<file path="src/hw/rtl/lwcs_pkg.sv">
// Shared types and constants for the LCD window command sequencer.
`timescale 1ns / 1ps
`default_nettype none

package lwcs_pkg;

    // Display controller command codes
    localparam logic [15:0] CMD_COLUMN_SET   = 16'h002A;
    localparam logic [15:0] CMD_PAGE_SET     = 16'h002B;
    localparam logic [15:0] CMD_MEMORY_WRITE = 16'h002C;

    // Result status codes
    localparam logic [1:0] STATUS_OK    = 2'd0;
    localparam logic [1:0] STATUS_SIZE  = 2'd1;
    localparam logic [1:0] STATUS_SHAPE = 2'd2;

    // Request mode codes
    localparam logic MODE_WINDOW = 1'b0;
    localparam logic MODE_PIXEL  = 1'b1;

    // Entries held between the front and the back
    localparam int QUEUE_DEPTH = 4;

    typedef struct packed {
        logic        mode;
        logic [15:0] x_left;
        logic [15:0] y_top;
        logic [15:0] win_width;
        logic [15:0] win_height;
        logic [15:0] pixel_colour;
    } req_t;

    typedef struct packed {
        logic        is_data;
        logic [15:0] bus_word;
        logic        last;
        logic [1:0]  status;
    } word_t;

    typedef enum logic [1:0] {
        KIND_PIXEL  = 2'd0,
        KIND_ERROR  = 2'd1,
        KIND_WINDOW = 2'd2
    } kind_t;

    // One classified request as carried from front to back
    typedef struct packed {
        kind_t       kind;
        logic [1:0]  status;
        logic [15:0] colour;
        logic [15:0] left;
        logic [15:0] right;
        logic [15:0] top;
        logic [15:0] bottom;
    } entry_t;

endpackage : lwcs_pkg

`default_nettype wire

</file>
<file path="src/hw/rtl/lwcs_front.sv">
// Front end: accepts requests, computes window corners and classifies them.
`timescale 1ns / 1ps
`default_nettype none

module lwcs_front
    import lwcs_pkg::*;
#(
    parameter int PANEL_WIDTH  = 240,
    parameter int PANEL_HEIGHT = 320
) (
    input  wire logic   req_valid,
    output logic        req_ready,
    input  wire req_t   req_data,
    input  wire logic   queue_full,
    output logic        push,
    output entry_t      entry
);

    localparam logic [16:0] PanelW = 17'(PANEL_WIDTH);
    localparam logic [16:0] PanelH = 17'(PANEL_HEIGHT);

    logic [16:0] sum_x;
    logic [16:0] sum_y;
    logic [16:0] right;
    logic [16:0] bottom;
    logic        size_err;
    logic        shape_err;

    assign req_ready = !queue_full;
    assign push      = req_valid && !queue_full;

    // A zero sum wraps the corner to a huge value, which is a size error
    assign sum_x  = {1'b0, req_data.x_left} + {1'b0, req_data.win_width};
    assign sum_y  = {1'b0, req_data.y_top} + {1'b0, req_data.win_height};
    assign right  = sum_x - 17'd1;
    assign bottom = sum_y - 17'd1;

    assign size_err = (sum_x == 17'd0) || (right >= PanelW)
                   || (sum_y == 17'd0) || (bottom >= PanelH);
    assign shape_err = ({1'b0, req_data.x_left} > right)
                    || ({1'b0, req_data.y_top} > bottom);

    always_comb
    begin
        entry.colour = req_data.pixel_colour;
        entry.left   = req_data.x_left;
        entry.right  = right[15:0];
        entry.top    = req_data.y_top;
        entry.bottom = bottom[15:0];
        if (req_data.mode == MODE_PIXEL)
        begin
            entry.kind   = KIND_PIXEL;
            entry.status = STATUS_OK;
        end
        else if (size_err)
        begin
            entry.kind   = KIND_ERROR;
            entry.status = STATUS_SIZE;
        end
        else if (shape_err)
        begin
            entry.kind   = KIND_ERROR;
            entry.status = STATUS_SHAPE;
        end
        else
        begin
            entry.kind   = KIND_WINDOW;
            entry.status = STATUS_OK;
        end
    end

endmodule : lwcs_front

`default_nettype wire

</file>
<file path="src/hw/rtl/lwcs_queue.sv">
// Short FIFO of classified entries between front and back.
`timescale 1ns / 1ps
`default_nettype none

module lwcs_queue
    import lwcs_pkg::*;
(
    input  wire logic   clk,
    input  wire logic   rst_n,
    input  wire logic   push,
    input  wire entry_t push_entry,
    input  wire logic   pop,
    output logic        full,
    output logic        empty,
    output entry_t      head
);

    localparam int PtrW = $clog2(QUEUE_DEPTH);
    localparam int CntW = $clog2(QUEUE_DEPTH + 1);

    entry_t            mem [QUEUE_DEPTH];
    logic [PtrW-1:0]   wr_ptr_reg;
    logic [PtrW-1:0]   rd_ptr_reg;
    logic [CntW-1:0]   count_reg;

    assign full  = (count_reg == CntW'(QUEUE_DEPTH));
    assign empty = (count_reg == '0);
    assign head  = mem[rd_ptr_reg];

    always_ff @(posedge clk)
    begin
        if (push)
        begin
            mem[wr_ptr_reg] <= push_entry;
        end
    end

    always_ff @(posedge clk or negedge rst_n)
    begin
        if (!rst_n)
        begin
            wr_ptr_reg <= '0;
            rd_ptr_reg <= '0;
            count_reg  <= '0;
        end
        else
        begin
            if (push)
            begin
                wr_ptr_reg <= PtrW'((32'(wr_ptr_reg) + 1) % QUEUE_DEPTH);
            end
            if (pop)
            begin
                rd_ptr_reg <= PtrW'((32'(rd_ptr_reg) + 1) % QUEUE_DEPTH);
            end
            if (push && !pop)
            begin
                count_reg <= count_reg + CntW'(1);
            end
            else if (pop && !push)
            begin
                count_reg <= count_reg - CntW'(1);
            end
        end
    end

endmodule : lwcs_queue

`default_nettype wire

</file>
<file path="src/hw/rtl/lwcs_back.sv">
// Back end: expands queued entries into bus words behind an output register.
`timescale 1ns / 1ps
`default_nettype none

module lwcs_back
    import lwcs_pkg::*;
(
    input  wire logic   clk,
    input  wire logic   rst_n,
    input  wire logic   queue_empty,
    input  wire entry_t head,
    output logic        pop,
    output logic        word_valid,
    input  wire logic   word_ready,
    output word_t       word_data
);

    localparam logic [3:0] STEP_COL_CMD  = 4'd0;
    localparam logic [3:0] STEP_COL_SH   = 4'd1;
    localparam logic [3:0] STEP_COL_SL   = 4'd2;
    localparam logic [3:0] STEP_COL_EH   = 4'd3;
    localparam logic [3:0] STEP_COL_EL   = 4'd4;
    localparam logic [3:0] STEP_PAGE_CMD = 4'd5;
    localparam logic [3:0] STEP_PAGE_SH  = 4'd6;
    localparam logic [3:0] STEP_PAGE_SL  = 4'd7;
    localparam logic [3:0] STEP_PAGE_EH  = 4'd8;
    localparam logic [3:0] STEP_PAGE_EL  = 4'd9;
    localparam logic [3:0] STEP_MEM_CMD  = 4'd10;

    logic [3:0] step_reg;
    logic [3:0] step_next;
    logic       valid_reg;
    logic       valid_next;
    word_t      word_reg;
    word_t      word_next;
    logic       load;
    logic       word_last;

    assign load      = !queue_empty && (!valid_reg || word_ready);
    assign word_last = (head.kind != KIND_WINDOW) || (step_reg == STEP_MEM_CMD);
    assign pop       = load && word_last;

    assign word_valid = valid_reg;
    assign word_data  = word_reg;

    always_comb
    begin
        word_next.last   = 1'b0;
        word_next.status = head.status;
        word_next.is_data  = 1'b1;
        word_next.bus_word = 16'h0000;
        unique case (head.kind)
            KIND_PIXEL:
            begin
                word_next.bus_word = head.colour;
                word_next.last     = 1'b1;
            end
            KIND_ERROR:
            begin
                word_next.is_data = 1'b0;
                word_next.last    = 1'b1;
            end
            KIND_WINDOW:
            begin
                unique case (step_reg)
                    STEP_COL_CMD:
                    begin
                        word_next.is_data  = 1'b0;
                        word_next.bus_word = CMD_COLUMN_SET;
                    end
                    STEP_COL_SH:   word_next.bus_word = {8'h00, head.left[15:8]};
                    STEP_COL_SL:   word_next.bus_word = {8'h00, head.left[7:0]};
                    STEP_COL_EH:   word_next.bus_word = {8'h00, head.right[15:8]};
                    STEP_COL_EL:   word_next.bus_word = {8'h00, head.right[7:0]};
                    STEP_PAGE_CMD:
                    begin
                        word_next.is_data  = 1'b0;
                        word_next.bus_word = CMD_PAGE_SET;
                    end
                    STEP_PAGE_SH:  word_next.bus_word = {8'h00, head.top[15:8]};
                    STEP_PAGE_SL:  word_next.bus_word = {8'h00, head.top[7:0]};
                    STEP_PAGE_EH:  word_next.bus_word = {8'h00, head.bottom[15:8]};
                    STEP_PAGE_EL:  word_next.bus_word = {8'h00, head.bottom[7:0]};
                    STEP_MEM_CMD:
                    begin
                        word_next.is_data  = 1'b0;
                        word_next.bus_word = CMD_MEMORY_WRITE;
                        word_next.last     = 1'b1;
                    end
                    default:
                    begin
                        word_next.is_data  = 1'b0;
                        word_next.bus_word = 16'h0000;
                    end
                endcase
            end
            default:
            begin
                word_next.is_data = 1'b0;
                word_next.last    = 1'b1;
            end
        endcase
    end

    always_comb
    begin
        step_next  = step_reg;
        valid_next = valid_reg;
        if (load)
        begin
            valid_next = 1'b1;
            step_next  = word_last ? STEP_COL_CMD : step_reg + 4'd1;
        end
        else if (word_ready)
        begin
            valid_next = 1'b0;
        end
    end

    always_ff @(posedge clk or negedge rst_n)
    begin
        if (!rst_n)
        begin
            step_reg  <= STEP_COL_CMD;
            valid_reg <= 1'b0;
        end
        else
        begin
            step_reg  <= step_next;
            valid_reg <= valid_next;
        end
    end

    always_ff @(posedge clk)
    begin
        if (load)
        begin
            word_reg <= word_next;
        end
    end

endmodule : lwcs_back

`default_nettype wire

</file>
<file path="src/hw/rtl/lcd_window_command_sequencer_unit.sv">
// Top level of the LCD window command sequencer: front, entry queue and back.
// A request's first word passes through the entry queue, then the back end's output register.
// Throughput: one bus word per cycle while the receiver is ready; a pixel expands to
// one word, a window to eleven, through the back end's single output register.
// Requests keep arriving while a window expands until the four-entry queue fills.
// Reset (rst_n low, asynchronous) empties the queue and the output register.
`timescale 1ns / 1ps
`default_nettype none

module lcd_window_command_sequencer_unit
    import lwcs_pkg::*;
#(
    parameter int PANEL_WIDTH  = 240,
    parameter int PANEL_HEIGHT = 320
) (
    input  wire logic   clk,
    input  wire logic   rst_n,
    input  wire logic   req_valid,
    output logic        req_ready,
    input  wire req_t   req_data,
    output logic        word_valid,
    input  wire logic   word_ready,
    output word_t       word_data
);

    // Front to queue
    logic   push;
    entry_t push_entry;

    // Queue to back
    logic   queue_full;
    logic   queue_empty;
    logic   pop;
    entry_t head;

    // Classify each request the cycle it is accepted; hold off only when
    // the queue is full.
    lwcs_front #(
        .PANEL_WIDTH  (PANEL_WIDTH),
        .PANEL_HEIGHT (PANEL_HEIGHT)
    ) u_front (
        .req_valid  (req_valid),
        .req_ready  (req_ready),
        .req_data   (req_data),
        .queue_full (queue_full),
        .push       (push),
        .entry      (push_entry)
    );

    // Decouple the front from the back so a window burst does not stall
    // the request side until the queue fills.
    lwcs_queue u_queue (
        .clk        (clk),
        .rst_n      (rst_n),
        .push       (push),
        .push_entry (push_entry),
        .pop        (pop),
        .full       (queue_full),
        .empty      (queue_empty),
        .head       (head)
    );

    // Expand the head entry into bus words; drop it after its last word.
    lwcs_back u_back (
        .clk         (clk),
        .rst_n       (rst_n),
        .queue_empty (queue_empty),
        .head        (head),
        .pop         (pop),
        .word_valid  (word_valid),
        .word_ready  (word_ready),
        .word_data   (word_data)
    );

endmodule : lcd_window_command_sequencer_unit

`default_nettype wire

</file>
<file path="config.mk">
export PLATFORM = sky130hd
export DESIGN_NAME = lcd_window_command_sequencer_unit
export DESIGN_NICKNAME = d
export VERILOG_FILES = /design/src/hw/rtl/lwcs_pkg.sv /design/src/hw/rtl/lwcs_front.sv /design/src/hw/rtl/lwcs_queue.sv /design/src/hw/rtl/lwcs_back.sv /design/src/hw/rtl/lcd_window_command_sequencer_unit.sv
export SDC_FILE = /design/constraint.sdc
export NUM_CORES = 1
export LEC_CHECK = 0
export ABC_AREA = 1
export BUFFER_PORTS_ARGS = -buffer_cell sky130_fd_sc_hd__buf_2
export CORE_MARGIN = 4
export CORE_UTILIZATION = 50
export CTS_BUF_LIST = sky130_fd_sc_hd__clkbuf_2 sky130_fd_sc_hd__clkbuf_4 sky130_fd_sc_hd__clkbuf_8
export CTS_CLUSTER_SIZE = 8
export DETAILED_ROUTE_END_ITERATION = 16
export GPL_TIMING_DRIVEN = 1
export PLACE_DENSITY = 0.66
export SYNTH_ARGS = -nofsm -noshare
export SYNTH_HDL_FRONTEND = slang
export SYNTH_SLANG_ARGS = --single-unit
</file>
<file path="constraint.sdc">
create_clock -name clk -period 4.5 [get_ports clk]
set_input_delay 0.45 -clock clk [delete_from_list [all_inputs] [get_ports clk]]
set_output_delay 0.45 -clock clk [all_outputs]
set_load 0.02 [all_outputs]
</file>
Word-level counts from Yosys, hierarchy flattened
Memory sizes are Yosys's and may differ from the RTL's.
Cells that the tools add are included.

word-level totals
  bits in registers = 32
  bits in writable memories = 336
  bits of input ports = 85
  logic and storage cells = 75
  memories kept = 1

memories
  memory       words  bits a word  rd ports  clocked after memory_dff  wr ports  RTL line          RTL
  u_queue.mem  4      84           1         0                         1         lwcs_queue.sv:21  entry_t mem [QUEUE_DEPTH];

cells by class
  $add $sub $neg = 9
  order comparisons = 4
  equal/unequal tests = 13
  muxes and demuxes = 15
  reductions and logical operators = 24

operator list
  kind                                                   count
  one-hot mux 8 bit (11 select lines)                    1
  adder 16 x 16 -> 17 bit                                2
  greater-than comparator 16 x 17 -> 1 bit               2
  logical NOT 17 bit                                     2
  subtractor 17 x 1 -> 17 bit (second input constant)    2
  one-hot mux 16 bit (2 select lines)                    1
  >= comparator 17 x 8 -> 1 bit (second input constant)  1
  >= comparator 17 x 9 -> 1 bit (second input constant)  1
  == test 4 x 3 -> 1 bit (second input constant)         4
  2-to-1 mux 4 bit                                       4
  == test 4 bit (second input constant)                  3
  == test 4 x 2 -> 1 bit (second input constant)         2
  OR reduction 8 bit                                     1
  logical OR 1 bit                                       6
  2-to-1 mux 1 bit                                       6
  2-to-1 mux 3 bit                                       2
  logical AND 1 bit                                      5
  logical NOT 1 bit                                      5
  adder 2 x 1 -> 2 bit (second input constant)           2
  adder 4 x 1 -> 4 bit (second input constant)           1
  == test 4 x 1 -> 1 bit (second input constant)         1
  logical NOT 4 bit                                      1
  nonzero test 2 bit                                     2
  adder 3 x 1 -> 3 bit (second input constant)           1
  other kinds (7)                                        7

Longest topological paths before layout
  depth after elaboration = 8
  gate-level depth with buffers = 32
  gate-level depth less buffers = 32

Cells and area by module
From an unflattened synthesis, not the netlist that was laid out.

second synthesis, totals
  cells, all modules = 2,118
  area total of the unflattened synthesis = 20,915.1 µm²

by module, submodules not included
  module      instances  cells each  area each (µm²)  sequential area each (µm²)
  lwcs_queue  1          1,028       14,445.1         10,264.8
  lwcs_front  1          806         4,490.6          0.0
  lwcs_back   1          284         1,979.4          725.7

Worst setup path after synthesis
Ideal clock, no wire load.

  path type = reg-to-reg
  from = register u_queue.count_reg[0]
  to = memory u_queue.mem[0][0] (netlist name), enable pin
  library setup time = 527 ps
  arrival time = 4,360 ps
  data required time = 3,973 ps
  slack = -387 ps
  stages on the path, launching flop included = 5
  period minus slack after synthesis = 4,887 ps
  cell sequence = dfrtp_1 > inv_1 > nand3_1 > nand2_1 > nor2_1

between the ends
  cells in the longest elaborated chain, start to end = 5

ends and longest elaborated chain
  item                                    RTL line                                 RTL
  from (decl)                             lwcs_queue.sv:24                         logic [CntW-1:0] count_reg;
  from (signal assigned)                  lwcs_queue.sv:58                         count_reg <= count_reg + CntW'(1);
  from (signal assigned)                  lwcs_queue.sv:62                         count_reg <= count_reg - CntW'(1);
  == test 3 bit                           lwcs_queue.sv:26                         assign full = (count_reg == CntW'(QUEUE_DEPTH));
  logical NOT 1 bit                       n/a
  net req_ready                           lcd_window_command_sequencer_unit.sv:19  output logic req_ready,
  logical AND 1 bit                       lwcs_front.sv:30                         assign push = req_valid && !queue_full;
  2-to-1 mux 1 bit                        lwcs_queue.sv:32                         if (push)
  2-to-1 mux 1 bit (not written as such)  lwcs_queue.sv:34                         mem[wr_ptr_reg] <= push_entry;
  to (decl)                               lwcs_queue.sv:21

The timed path passes the listed nets, and every way through them passes these cells.

==> results_dict.tcl <==
set metrics [dict create \
    gp_congestion 0.886 \
    first_pass_iters 6 \
    finClkSkew_ps 41.3 \
    powerDensity_nw_per_um2 574 \
    max_slew.worst_pin.slew_ps 934 \
    fin_area_um2 20600 \
    diodes 0 \
    htreeDepth 2 \
    post-route-period-util_pct 85.8 \
    cts_inserted_buffers 60 \
    yosysSeqAreaShare_pct 60.8 \
    start_kind "primary input" \
    yosys.area.top_type "edfxtp_1" \
    drv_cap 0 \
    path_max_fanout 6 \
    crit_path_end_kind "register" \
    antenna_found_initial 0 \
    synthesis.nets 1927 \
    synth_edf_count 356 \
    chipWidth_um 198 \
    synth.cell_area_um2 18100 \
    critical_path_class "in -> reg" \
    maxSlewViolCount 0 \
    slowest_stage "fa_1" \
    crit_path_max_incr_delay_ps 400 \
    vias_per_cell 5.46 \
    ant_nets 0 \
    grt_util_all_layers_pct 22.8 \
    core_area_um2 35600 \
    ys.flop_type "edfxtp_1" \
    critPathMostFrequentCell "nand2_1" \
    hold_class "in -> reg" \
    multi_input_area_um2 6230 \
    synth_seq_cells 368 \
    insertion_delay_ps 670 \
    grt_pass1_wl_mm 69.9 \
    timing.fmax_mhz 259 \
    rsz0062_at_grt "no" \
    syn_avg_cell_area_um2 10.2 \
    outcome "finished, final reports clean" \
    largest_reg_flops 336 \
    syn_to_final_growth_pct 14.2 \
    ir_worst_vdd_mv 0.541 \
    final-setup-viol-count 0 \
    die_h_um 198 \
    ys.warnings.count 0 \
    synth.lib_cells_used.distinct 51 \
    ctsResizeCount 0 \
    wirelength_mm 44.6 \
    cp.required_ps 4890 \
    fin_ws_ps 640 \
    relSlewSlack_pct 37.6 \
    critPathArrivalTime_ps 4260 \
    floorplan.initialDensity_pct 50.8 \
    final_nets 2085 \
    async_reset_ff_share_pct 3.26 \
    regArea_um2 11000 \
    clkTransAtPathRegs_ps 60 \
    cts_tree "yes" \
    syn_inst 1764 \
    leakage_nw 8.23 \
    io_buffers 106 \
    cts_setup_buffers 0 \
    drcViolationCount 0 \
    first_global_vias 12764 \
    clock-sinks 368 \
    hpwl_mm 29.6 \
    drt-initial-drc-count 1127 \
    cts_hold_buf 17 \
    dp_worst_setup_slack_ps 3.19 \
    synth_top_area_share_pct 59.2 \
    place_area_um2 19300 \
    fin_crit_ps 3860 \
    vias 13235 \
    rows 69 \
    wl_per_cell_um 18.4 \
    cts_root_buffer "clkbuf_8" \
    synth.area.top_cells "edfxtp_1, nand2_1, nor2_1" \
    grt_max_degree 173 \
    drive_above_1_share_pct 14.5 \
    clk_path_buf_depth 3 \
    ios 107 \
    overflow 0 \
    dieArea_um2 39200 \
    nFillCells 3079 \
    finalHoldViolCount 0 \
]
final timing paths:
path                                  startpoint                     to  slack (ps)  depth (start not counted)
setup reg to reg           u_queue.rd_ptr_reg[0]   u_queue.count_reg[2]        1200                         13
max in group asynchronous                  rst_n  u_queue.rd_ptr_reg[0]        4040                          2
hold reg to reg             u_queue.count_reg[0]   u_queue.count_reg[0]         540                          1
hold / removal                      req_data[60]     u_queue.mem[2][28]          50                          1
setup / recovery                    req_data[48]     u_queue.mem[2][82]         640                         28
min in group asynchronous                  rst_n   u_queue.count_reg[0]         210                          2
worst max-delay path, delay by kind of cell:
kind / cells / cell delay, ps
and+or+nand+nor: 19 / 1820
adders and majority gates: 3 / 980
buffers and inverters: 4 / 480
xor gates and xnor gates: 1 / 370
AOI/OAI and AO/OA: 1 / 140
layout make-up:
class                      instances  area share [%]
clock buffer                      83            4.84
inverter                         179            3.27
multi-input combinational       1161            30.2
clock inverter                    21           0.837
tap                              461            2.80
timing repair buffer             152            4.75
sequential                       368            53.3
where the power goes:
part / switching (mW) / internal (mW) / total [mW] / leakage, nW
Combinational: 2.94 / 1.16 / 4.11 / 4.18
Clock: 1.31 / 1.55 / 2.86 / 0.614
Sequential: 0.178 / 4.69 / 4.87 / 3.44
logic make-up after synthesis:
kind of cell / after synthesis / synth area share [%]
buffers and inverters: 235 / 4.93
xor gates and xnor gates: 28 / 1.61
adders and majority gates: 78 / 5.53
DFF: 368 / 60.8
and+or+nand+nor: 727 / 17.0
AOI/OAI and AO/OA: 328 / 10.1
layout by cell type (no fill, tap or decap), types with 7 or more instances in the layout:
cell type	count
dfrtp_1	10
clkbuf_4	23
ha_1	75
nand4_1	27
dlygate4sd3_1	17
nand2_1	298
buf_2	106
edfxtp_1	356
buf_4	24
clkinv_1	12
xor2_1	17
nor2_1	264
nand2_2	18
a21oi_1	54
a221oi_1	8
nand3_1	78
o21ai_0	177
o22ai_1	63
clkbuf_8	60
inv_1	173
nor2_2	8
nor2_4	7
stage by stage:
stage	total power [mW]	TNS, ps	hold slack, ps	std cells	util, %
6_report	11.8	0	54.9	2425	58.0
4_1_cts	11.9	0	12.1	2425	58.0
3_5_place_dp	9.03	0	344	2304	54.2
3_3_place_gp	8.95	0	342	2304	54.2
2_1_floorplan	7.63	-130040	154	1764	-
5_1_grt	12.6	0	20.5	2425	58.0
cells in the mapped netlist (3+ instances only):
cell	n
or2_2	3
nor3_1	5
buf_1	3
nor2_1	268
inv_1	175
o22ai_1	63
edfxtp_1	356
xnor2_1	5
fa_1	3
nor2_2	8
nand4_1	27
nor4_1	5
xor2_1	17
dfrtp_1	12
nand3_1	78
xor2_2	5
nor2_4	3
a21boi_0	3
a221oi_1	8
nand2_2	18
o21ai_0	177
inv_2	3
ha_1	75
a22o_1	3
nand2_1	298
clkbuf_1	51
and2_1	3
a21oi_1	54
nand3b_1	4
metal layers:
layer / vias up / share of wire (%) / track usage (%)
li1: 6463 / - / -
met1: 6306 / 45 / 32.1
met2: 406 / 47 / 36.4
met3: 60 / 6.5 / 4.85
met4: 0 / 2.2 / 6.38
met5: - / 0 / 0
No activity file was read; power rests on OpenSTA's default activity.
